**src/rtl/core/lkvc_pkg.sv**
```systemverilog
package lkvc_pkg;

	localparam int ENTRIES = 16;
	localparam int KEY_W = 32;
	localparam int VAL_W = 32;
	localparam int CAP_W = 5;
	localparam int RANK_W = $clog2(ENTRIES);
	localparam int CNT_W = $clog2(ENTRIES + 1);
	localparam int CMP_W = (CAP_W > CNT_W) ? CAP_W : CNT_W;
	localparam int CAPACITY_RESET = 16;

	localparam logic ACT_GET = 1'b0;
	localparam logic ACT_PUT = 1'b1;

	localparam logic [VAL_W-1:0] MISS_VALUE = '1;

	typedef logic [KEY_W-1:0] key_t;
	typedef logic [VAL_W-1:0] val_t;
	typedef logic [RANK_W-1:0] rank_t;
	typedef logic [CNT_W-1:0] cnt_t;
	typedef logic [ENTRIES-1:0] slot_vec_t;
	typedef key_t [ENTRIES-1:0] key_array_t;
	typedef val_t [ENTRIES-1:0] val_array_t;
	typedef rank_t [ENTRIES-1:0] rank_array_t;

	typedef struct packed {
		logic hit;
		logic update;
		logic put;
		logic new_key;
		logic grow;
		slot_vec_t target;
		cnt_t thresh;
		val_t rd_data;
	} lookup_t;

endpackage

```
**src/rtl/core/lkvc_lookup.sv**
```systemverilog
module lkvc_lookup (
	input logic action,
	input lkvc_pkg::key_t key,
	input logic [lkvc_pkg::CAP_W-1:0] capacity,
	input lkvc_pkg::key_array_t keys,
	input lkvc_pkg::val_array_t values,
	input lkvc_pkg::slot_vec_t valid,
	input lkvc_pkg::rank_array_t ranks,
	input lkvc_pkg::cnt_t occupied,
	output lkvc_pkg::lookup_t lk
);

	lkvc_pkg::slot_vec_t match;
	lkvc_pkg::slot_vec_t oldest;
	lkvc_pkg::slot_vec_t free_vec;
	lkvc_pkg::slot_vec_t first_free;
	lkvc_pkg::val_t hit_value;
	lkvc_pkg::rank_t hit_rank;
	lkvc_pkg::cnt_t oldest_rank;
	logic [lkvc_pkg::CMP_W-1:0] cap_x;
	logic [lkvc_pkg::CMP_W-1:0] eff_cap;
	logic hit;
	logic use_free;

	assign oldest_rank = occupied - lkvc_pkg::CNT_W'(1);
	assign free_vec = ~valid;
	assign first_free = free_vec & (~free_vec + lkvc_pkg::ENTRIES'(1));
	assign hit = |match;

	always_comb begin
		match = '0;
		oldest = '0;
		hit_value = '0;
		hit_rank = '0;
		for (int i = 0; i < lkvc_pkg::ENTRIES; i++) begin
			match[i] = valid[i] && (keys[i] == key);
			oldest[i] = valid[i] && (lkvc_pkg::CNT_W'(ranks[i]) == oldest_rank);
			hit_value = hit_value | ({lkvc_pkg::VAL_W{match[i]}} & values[i]);
			hit_rank = hit_rank | ({lkvc_pkg::RANK_W{match[i]}} & ranks[i]);
		end
	end

	// capacity zero acts as one, above the slot count it saturates
	always_comb begin
		cap_x = lkvc_pkg::CMP_W'(capacity);
		if (cap_x == '0) begin
			eff_cap = lkvc_pkg::CMP_W'(1);
		end else if (cap_x > lkvc_pkg::CMP_W'(lkvc_pkg::ENTRIES)) begin
			eff_cap = lkvc_pkg::CMP_W'(lkvc_pkg::ENTRIES);
		end else begin
			eff_cap = cap_x;
		end
	end

	assign use_free = lkvc_pkg::CMP_W'(occupied) < eff_cap;

	always_comb begin
		lk.hit = hit;
		lk.put = (action == lkvc_pkg::ACT_PUT);
		lk.update = hit || (action == lkvc_pkg::ACT_PUT);
		lk.new_key = (action == lkvc_pkg::ACT_PUT) && !hit;
		lk.grow = (action == lkvc_pkg::ACT_PUT) && !hit && use_free;
		if (hit) begin
			lk.target = match;
			lk.thresh = lkvc_pkg::CNT_W'(hit_rank);
		end else if (use_free) begin
			// every valid slot ages on a fresh fill
			lk.target = first_free;
			lk.thresh = occupied;
		end else begin
			lk.target = oldest;
			lk.thresh = oldest_rank;
		end
		if (action == lkvc_pkg::ACT_PUT) begin
			lk.rd_data = '0;
		end else if (hit) begin
			lk.rd_data = hit_value;
		end else begin
			lk.rd_data = lkvc_pkg::MISS_VALUE;
		end
	end

endmodule

```
**src/rtl/core/lkvc_store.sv**
```systemverilog
module lkvc_store (
	input logic clk,
	input logic arst_n,
	input logic req_valid,
	input lkvc_pkg::key_t key,
	input lkvc_pkg::val_t value,
	input lkvc_pkg::lookup_t lk,
	output lkvc_pkg::key_array_t keys,
	output lkvc_pkg::val_array_t values,
	output lkvc_pkg::slot_vec_t valid,
	output lkvc_pkg::rank_array_t ranks,
	output lkvc_pkg::cnt_t occupied
);

	lkvc_pkg::key_array_t keys_q;
	lkvc_pkg::val_array_t values_q;
	lkvc_pkg::slot_vec_t valid_q;
	lkvc_pkg::rank_array_t ranks_q;
	lkvc_pkg::cnt_t occupied_q;

	always_ff @(posedge clk or negedge arst_n) begin
		if (!arst_n) begin
			valid_q <= '0;
			ranks_q <= '0;
			occupied_q <= '0;
		end else if (req_valid && lk.update) begin
			for (int i = 0; i < lkvc_pkg::ENTRIES; i++) begin
				if (lk.target[i]) begin
					ranks_q[i] <= '0;
					if (lk.new_key) begin
						valid_q[i] <= 1'b1;
					end
				end else if (valid_q[i] && (lkvc_pkg::CNT_W'(ranks_q[i]) < lk.thresh)) begin
					ranks_q[i] <= ranks_q[i] + lkvc_pkg::RANK_W'(1);
				end
			end
			if (lk.grow) begin
				occupied_q <= occupied_q + lkvc_pkg::CNT_W'(1);
			end
		end
	end

	always_ff @(posedge clk) begin
		if (req_valid && lk.put) begin
			for (int i = 0; i < lkvc_pkg::ENTRIES; i++) begin
				if (lk.target[i]) begin
					values_q[i] <= value;
					if (lk.new_key) begin
						keys_q[i] <= key;
					end
				end
			end
		end
	end

	assign keys = keys_q;
	assign values = values_q;
	assign valid = valid_q;
	assign ranks = ranks_q;
	assign occupied = occupied_q;

endmodule

```
**src/rtl/core/lru_key_value_cache_core.sv**
```systemverilog
// channel   | signals                        | handshake
// request   | action, key, value             | start && !busy
// result    | hit, read_value                | done, one cycle, no back-pressure
// capacity  | cap_data                       | cap_valid && cap_ready
//
// one request per cycle, result from the result register after acceptance
// the lookup and recency update run in one pass between the request register
// and the result register, so each request sees the state the previous one left
// busy and cap_ready never deassert; no clearing pass after reset
// reset empties the cache and sets capacity to sixteen
module lru_key_value_cache_core (
	input logic clk,
	input logic arst_n,
	input logic start,
	output logic busy,
	input logic action,
	input logic signed [lkvc_pkg::KEY_W-1:0] key,
	input logic signed [lkvc_pkg::VAL_W-1:0] value,
	output logic done,
	output logic hit,
	output logic signed [lkvc_pkg::VAL_W-1:0] read_value,
	input logic cap_valid,
	output logic cap_ready,
	input logic [lkvc_pkg::CAP_W-1:0] cap_data
);

	logic valid_s1;
	logic action_s1;
	lkvc_pkg::key_t key_s1;
	lkvc_pkg::val_t value_s1;
	logic valid_s2;
	logic hit_s2;
	lkvc_pkg::val_t read_value_s2;
	logic [lkvc_pkg::CAP_W-1:0] capacity_q;

	lkvc_pkg::key_array_t keys;
	lkvc_pkg::val_array_t values;
	lkvc_pkg::slot_vec_t valid;
	lkvc_pkg::rank_array_t ranks;
	lkvc_pkg::cnt_t occupied;
	lkvc_pkg::lookup_t lk;

	assign busy = 1'b0;
	assign cap_ready = 1'b1;

	always_ff @(posedge clk or negedge arst_n) begin
		if (!arst_n) begin
			capacity_q <= lkvc_pkg::CAP_W'(lkvc_pkg::CAPACITY_RESET);
		end else if (cap_valid && cap_ready) begin
			capacity_q <= cap_data;
		end
	end

	always_ff @(posedge clk or negedge arst_n) begin
		if (!arst_n) begin
			valid_s1 <= 1'b0;
			valid_s2 <= 1'b0;
		end else begin
			valid_s1 <= start && !busy;
			valid_s2 <= valid_s1;
		end
	end

	always_ff @(posedge clk) begin
		if (start && !busy) begin
			action_s1 <= action;
			key_s1 <= key;
			value_s1 <= value;
		end
		if (valid_s1) begin
			hit_s2 <= lk.hit;
			read_value_s2 <= lk.rd_data;
		end
	end

	lkvc_lookup u_lookup (
		.action(action_s1),
		.key(key_s1),
		.capacity(capacity_q),
		.keys(keys),
		.values(values),
		.valid(valid),
		.ranks(ranks),
		.occupied(occupied),
		.lk(lk)
	);

	lkvc_store u_store (
		.clk(clk),
		.arst_n(arst_n),
		.req_valid(valid_s1),
		.key(key_s1),
		.value(value_s1),
		.lk(lk),
		.keys(keys),
		.values(values),
		.valid(valid),
		.ranks(ranks),
		.occupied(occupied)
	);

	assign done = valid_s2;
	assign hit = hit_s2;
	assign read_value = read_value_s2;

endmodule

```
**config.mk**
```make
export PLATFORM = sky130hd
export DESIGN_NAME = lru_key_value_cache_core
export DESIGN_NICKNAME = d
export VERILOG_FILES = /design/src/rtl/core/lkvc_pkg.sv /design/src/rtl/core/lkvc_lookup.sv /design/src/rtl/core/lkvc_store.sv /design/src/rtl/core/lru_key_value_cache_core.sv
export SDC_FILE = /design/constraint.sdc
export NUM_CORES = 2
export LEC_CHECK = 0
export ABC_AREA = 0
export BUFFER_PORTS_ARGS = -buffer_cell sky130_fd_sc_hd__buf_2
export CAP_MARGIN = 20
export CORE_AREA = 2 2 345 347
export DETAILED_ROUTE_END_ITERATION = 6
export DIE_AREA = 0 0 347 349
export PLACE_DENSITY = 0.57
export REMOVE_ABC_BUFFERS = 1
export SLEW_MARGIN = 20
export SYNTH_ARGS = -nofsm -noshare
export SYNTH_HDL_FRONTEND = slang
export SYNTH_HIERARCHICAL = 1
export SYNTH_SLANG_ARGS = --single-unit
```
**constraint.sdc**
```tcl
create_clock -name clk -period 13.3 [get_ports clk]
set_input_delay 0.665 -clock clk [delete_from_list [all_inputs] [get_ports clk]]
set_output_delay 0.665 -clock clk [all_outputs]
set_load 0.05 [all_outputs]
```
Yosys cells after proc, flatten, opt, wreduce, memory -nomap -nowiden
Cells that the tools add are included.

cells by class
  add/sub/neg operators = 19
  magnitude comparators = 18
  equal/unequal tests = 32
  mux-type cells = 37
  bitwise gates (word level) = 65
  reduce and logical (&&, ||, !) cells = 137

operators with widths
  operator                                                         number
  32-bit bitwise AND                                               16
  32-bit == test                                                   16
  32-bit bitwise OR                                                15
  4-bit two-way mux                                                32
  3-bit AND reduction                                              32
  4-bit by 5-bit == test with 1-bit output                         16
  4-bit by 5-bit < comparator with 1-bit output                    16
  2-bit AND reduction                                              33
  4-bit by 1-bit adder with 4-bit output, second input constant    16
  4-bit bitwise AND                                                16
  4-bit bitwise OR                                                 15
  1-bit logical AND                                                52
  21-bit two-way mux                                               2
  32-bit two-way mux                                               1
  16-bit NOT                                                       2
  2-bit nonzero test                                               16
  16-bit by 1-bit adder with 16-bit output, second input constant  1
  16-bit bitwise AND                                               1
  16-bit OR reduction                                              1
  5-bit two-way mux                                                2
  5-bit by 1-bit adder with 5-bit output, second input constant    1
  5-bit > comparator, second input constant                        1
  5-bit logical NOT                                                1
  5-bit < comparator                                               1
  3 further kinds                                                  3

storage, ports and cells
  bits in registers = 1214
  input port bits = 74

Depth between registers and ports, before layout
  depth in word-level cells = 23
  mapped depth = 18
  gate-level depth less buffers = 17

By module
The synthesis kept the hierarchy.

by module, submodules not included
  module                    instances  cells each  area each (um^2)  seq. area each (um^2)
  lkvc_store                1          1680        36959.2           32876.5
  lkvc_lookup               1          1560        12462.0           0.0
  lru_key_value_cache_core  1          114         3198.1            3119.2

Worst setup path after synthesis
No wires, ideal clock.

  kind = register to register
  from = register u_store.occupied_q[0] (netlist: u_store/occupied[0])
  to = register u_store.keys_q (netlist bit u_store/keys[32]), enable pin
  library setup time = 0.392 ns
  data arrival time = 4.045 ns
  required time = 12.908 ns
  slack = 8.863 ns
  cell stages (with the launch flop) = 14
  path buffers = 5
  period minus slack after synthesis = 4.437 ns
  cells stage by stage = dfrtp_1 -> buf_2 -> buf_1 -> inv_1 -> ha_1 -> clkbuf_1 -> clkbuf_1 -> xor2_1 -> nand4_1 -> nor3_1 -> a21oi_1 -> o21ai_0 -> clkbuf_1 -> and3_1

RTL lines
  item                            RTL line          RTL
  start: declaration              lkvc_store.sv:19  lkvc_pkg::cnt_t occupied_q;
  start signal: assignment        lkvc_store.sv:38  occupied_q <= occupied_q + lkvc_pkg::CNT_W'(1);
  end signal: indexed assignment  lkvc_store.sv:49  keys_q[i] <= key;
  end: declaration                lkvc_store.sv:15  lkvc_pkg::key_array_t keys_q;

==> PnR_summary.wiki <==
{| class="wikitable"
! Metric !! Value
|-
| Largest stage delay on the critical path || 0.66 ns
|-
| Maximum clock frequency || 167.2 MHz
|-
| WL final || 150200 um
|-
| Number of synthesized flops with an enable pin || 1122
|-
| Arrival time of the worst setup path || 6.59 ns
|-
| Number of H-tree branching levels || 4
|-
| Result of the run || complete, no violations
|-
| Actual slew at the worst max-slew pin || 1.196 ns
|-
| Max-slew violation count || 0
|-
| Unrepaired setup endpoints after global routing || false
|-
| Final Wtd Congestion || 0.9411
|-
| HPWL reported at the end of detailed placement || 86180 um
|-
| Layout cells sized above 1 || 0.1505
|-
| Core ar. || 117500 sq um
|-
| First-pass iteration count of the detailed router || 6
|-
| Synth area leaders || edfxtp_1, xnor2_1, dfrtp_1
|-
| Final Util || 0.5011
|-
| Critical path startpoint category || flop
|-
| Hold violation count in the final report || 0
|-
| Maximum fanout along the worst path || 32
|-
| Postcts setup bufs || 0
|-
| Largest area contributor in the netlist || edfxtp_1
|-
| Via density per instance || 6.023
|-
| Avg Cell Area, Syn || 15.69 sq um
|-
| Die H || 349 um
|-
| Leakage dissipation || 19.32 nW
|-
| Setup-violating endpoint count in the final report || 0
|-
| Number of fill cells in the layout || 9721
|-
| Cell variety after synth || 73
|-
| Worst Hold Margin || 0.09655 ns
|-
| Max-Cap Viols || 0
|-
| Portion of the clock cycle consumed by the worst path in the final layout || 0.4496
|-
| Clock buffer depth || 3
|-
| Clock buffer count from CTS || 131
|-
| Initial Util || 0.4480
|-
| Type of the worst setup path || flop to flop
|-
| Final Net Count || 3681
|-
| Clock-pin transition on the worst setup and hold timing paths || 0.06 ns
|-
| DRC violations left || 0
|-
| Total placed cells including tap cells || 4938
|-
| Non-filler cells, final || 5176
|-
| Setup TNS || 0 ns
|-
| Clock skew after layout || 0.02722 ns
|-
| Sequential cell area fraction in the yosys report || 0.6841
|-
| Sequence of cells on the critical path || buf_4, xor2_1, nor4_1, and3_1, nand3_1, and4_4, nand4_4, mux2i_1, inv_1, ha_1, a21oi_1, o21ai_1, a31oi_2, nor3b_1, a221o_1
|-
| Maximum vdd drop || 0.0001314 V
|-
| Clock root buffer master || clkbuf_16
|-
| Initial antenna violation count || 1
|-
| Clock network latency to the later pin of the worst-skew pair || 0.74 ns
|-
| Warning count from the yosys run || 6
|-
| Netlist area before placement || 52620 sq um
|-
| Post-synth top flop || edfxtp_1
|-
| Maximum number of pins on one net before global-route repair || 78
|-
| Total routing usage reported by global routing || 0.2479
|-
| Overall power after layout || 9.503 mW
|-
| Buffering stage count on the worst path with inverters included || 2
|-
| Family with the most delay on the worst path || simple AND/OR/NAND/NOR gates
|-
| Path category of the worst min-delay check || primary input to flop
|-
| Number of top-level design ports || 110
|-
| Sinks on the clock net || 1214
|-
| Area Overhead vs Synth || 11.86%
|-
| Kind of end point of the critical path || flop
|-
| DR vias || 31174
|-
| Number of standard-cell rows in the floorplan || 126
|-
| TritonCTS clock tree || built
|-
| Synth Register Bits || 1214
|-
| Gr ovfl total || 0
|-
| Cell at the slowest stage of the critical path || nor4_1
|-
| CTS Hold Bufs || 1
|-
| Global-route wire length before repair || 219100 um
|-
| Proportion of register bits with asynchronous set or reset after synthesis || 0.07578
|-
| DIE WIDTH || 347 um
|-
| Post-synth top area share || 0.6403
|-
| Count of instances resized after the clock tree is built || 0
|-
| Power per unit of standard cell area || 161.5 nW/um^2
|-
| Iteration-0 DRC count of the detailed router || 3358
|-
| Number of routed nets with antenna violations || 0
|-
| Worst-case headroom to the max-slew limit || 0.2011
|-
| Total die area || 121100 sq um
|-
| CP required || 13.91 ns
|-
| Antenna Diode Count || 0
|-
| Vias in the first global route || 31690
|-
| Post-route minimum period || 5.980 ns
|-
| IO Port Bufs || 107
|-
| Detail-routed net length per standard cell || 29.02 um
|-
| Post-synthesis instance total || 3354
|}
==> Yosys cell counts, types with 16 or more instances <==
master,count
edfxtp_1,1122
xnor2_1,487
nand4_1,198
inv_1,102
a22o_1,95
dfrtp_1,91
xor2_1,88
nand3_1,78
nor3_1,74
ha_1,70
and3_1,64
a22oi_1,63
a221oi_1,61
nand2_1,61
buf_6,53
nor4_1,47
buf_2,46
clkbuf_1,45
buf_4,38
nor2b_1,33
a21oi_1,31
o2111ai_1,29
o21ai_0,28
a41oi_2,25
nand2b_1,25
nor3b_1,20
mux2i_1,18
o221ai_1,17
a211o_1,16
a21o_1,16
a221o_1,16
o21ai_1,16
==> worst reg2reg max path: stages, from the launching register on <==
cell      delay [ns]
edfxtp_1        0.33
buf_4           0.53
xor2_1          0.16
nor4_1          0.66
and3_1          0.59
nand3_1         0.53
and4_4          0.39
nand4_4         0.39
mux2i_1         0.15
inv_1           0.61
ha_1            0.39
a21oi_1         0.19
o21ai_1         0.11
a31oi_2         0.39
nor3b_1         0.13
a221o_1         0.31
==> registers in the layout (all words and copies together) (netlist names) <==
| signal | count |
|---|---|
| u_store/values | 512 |
| done | 1 |
| action_s1 | 1 |
| value_s1 | 32 |
| u_store/ranks | 64 |
| key_s1 | 32 |
| u_store/keys | 512 |
| read_value | 32 |
| valid_s1 | 1 |
| hit | 1 |
| capacity_q | 5 |
| u_store/occupied | 5 |
| u_store/valid | 16 |
==> layout make-up <==
type                            instances  area, sq um  share of cell area
Clock inverter                         71        620.6             0.01054
Tap cell                             1536         1922             0.03265
Sequential cell                      1214        36000              0.6116
Clock buffer                          165         3470             0.05895
Multi-Input combinational cell       1847        14900              0.2532
Timing Repair Buffer                  240         1558             0.02647
Inverter                              103        389.1            0.006611
==> where the power goes <==
group	internal (mW)	total [mW]	switching [mW]
Clock	2.03	3.52	1.49
Sequential	4.36	4.52	0.159
Combinational	0.516	1.47	0.953
==> placed cells by master (no fill, tap or decap), drive strengths merged, types with 31 or more instances in the layout <==
cell	n
a22o	101
inv	114
xor2	88
a41oi	33
edfxtp	1122
nand2	61
a22oi	65
dfrtp	91
nor3	86
buf	239
a221oi	63
nor2b	33
o21ai	47
nand3	78
nor4	64
ha	70
and3	66
a21oi	31
clkbuf	165
clkinv	46
nand4	201
xnor2	491
==> path summary, 6_finish.rpt <==
check | startpoint | end | slack (ns) | cells after the start
max | key_s1[29] | u_store/ranks[28] | 7.32 | 15
min | value[8] | value_s1[8] | 0.1 | 1
max reg2reg | key_s1[29] | u_store/ranks[28] | 7.32 | 15
min reg2reg | key_s1[30] | u_store/keys[158] | 0.51 | 0
max in group asynchronous | arst_n | valid_s1 | 11.87 | 3
min in group asynchronous | arst_n | capacity_q[1] | 0.33 | 2
==> logic make-up after synthesis <==
| family | share of synthesized area |
|---|---|
| compound gates | 0.08384 |
| mux | 0.004708 |
| xor+xnor | 0.09694 |
| flops | 0.6841 |
| fa+ha+maj | 0.01664 |
| buf+inv | 0.03386 |
| other cells | 0.0001427 |
| simple gates | 0.07978 |
==> per-stage QoR <==
step / worst slack (ns) / cell area, sq um
after floorplan: 7.825 / 51230
after global placement: 7.481 / 54730
after detailed placement: 7.430 / 54740
after CTS: 7.420 / 58840
after global routing: 7.180 / 58860
final: 7.320 / 58860
==> per-layer routing <==
| layer | vias up | wire length, um | part of all wire | track usage |
|---|---|---|---|---|
| met5 | - | 0 | 0 | 0 |
| met4 | 0 | 5314 | 0.035 | 0.09343 |
| met3 | 291 | 9182 | 0.061 | 0.03843 |
| met2 | 1319 | 72840 | 0.48 | 0.4107 |
| met1 | 16141 | 62860 | 0.42 | 0.3304 |
| li1 | 13423 | - | - | - |
No activity file was read; power rests on OpenSTA's default activity.
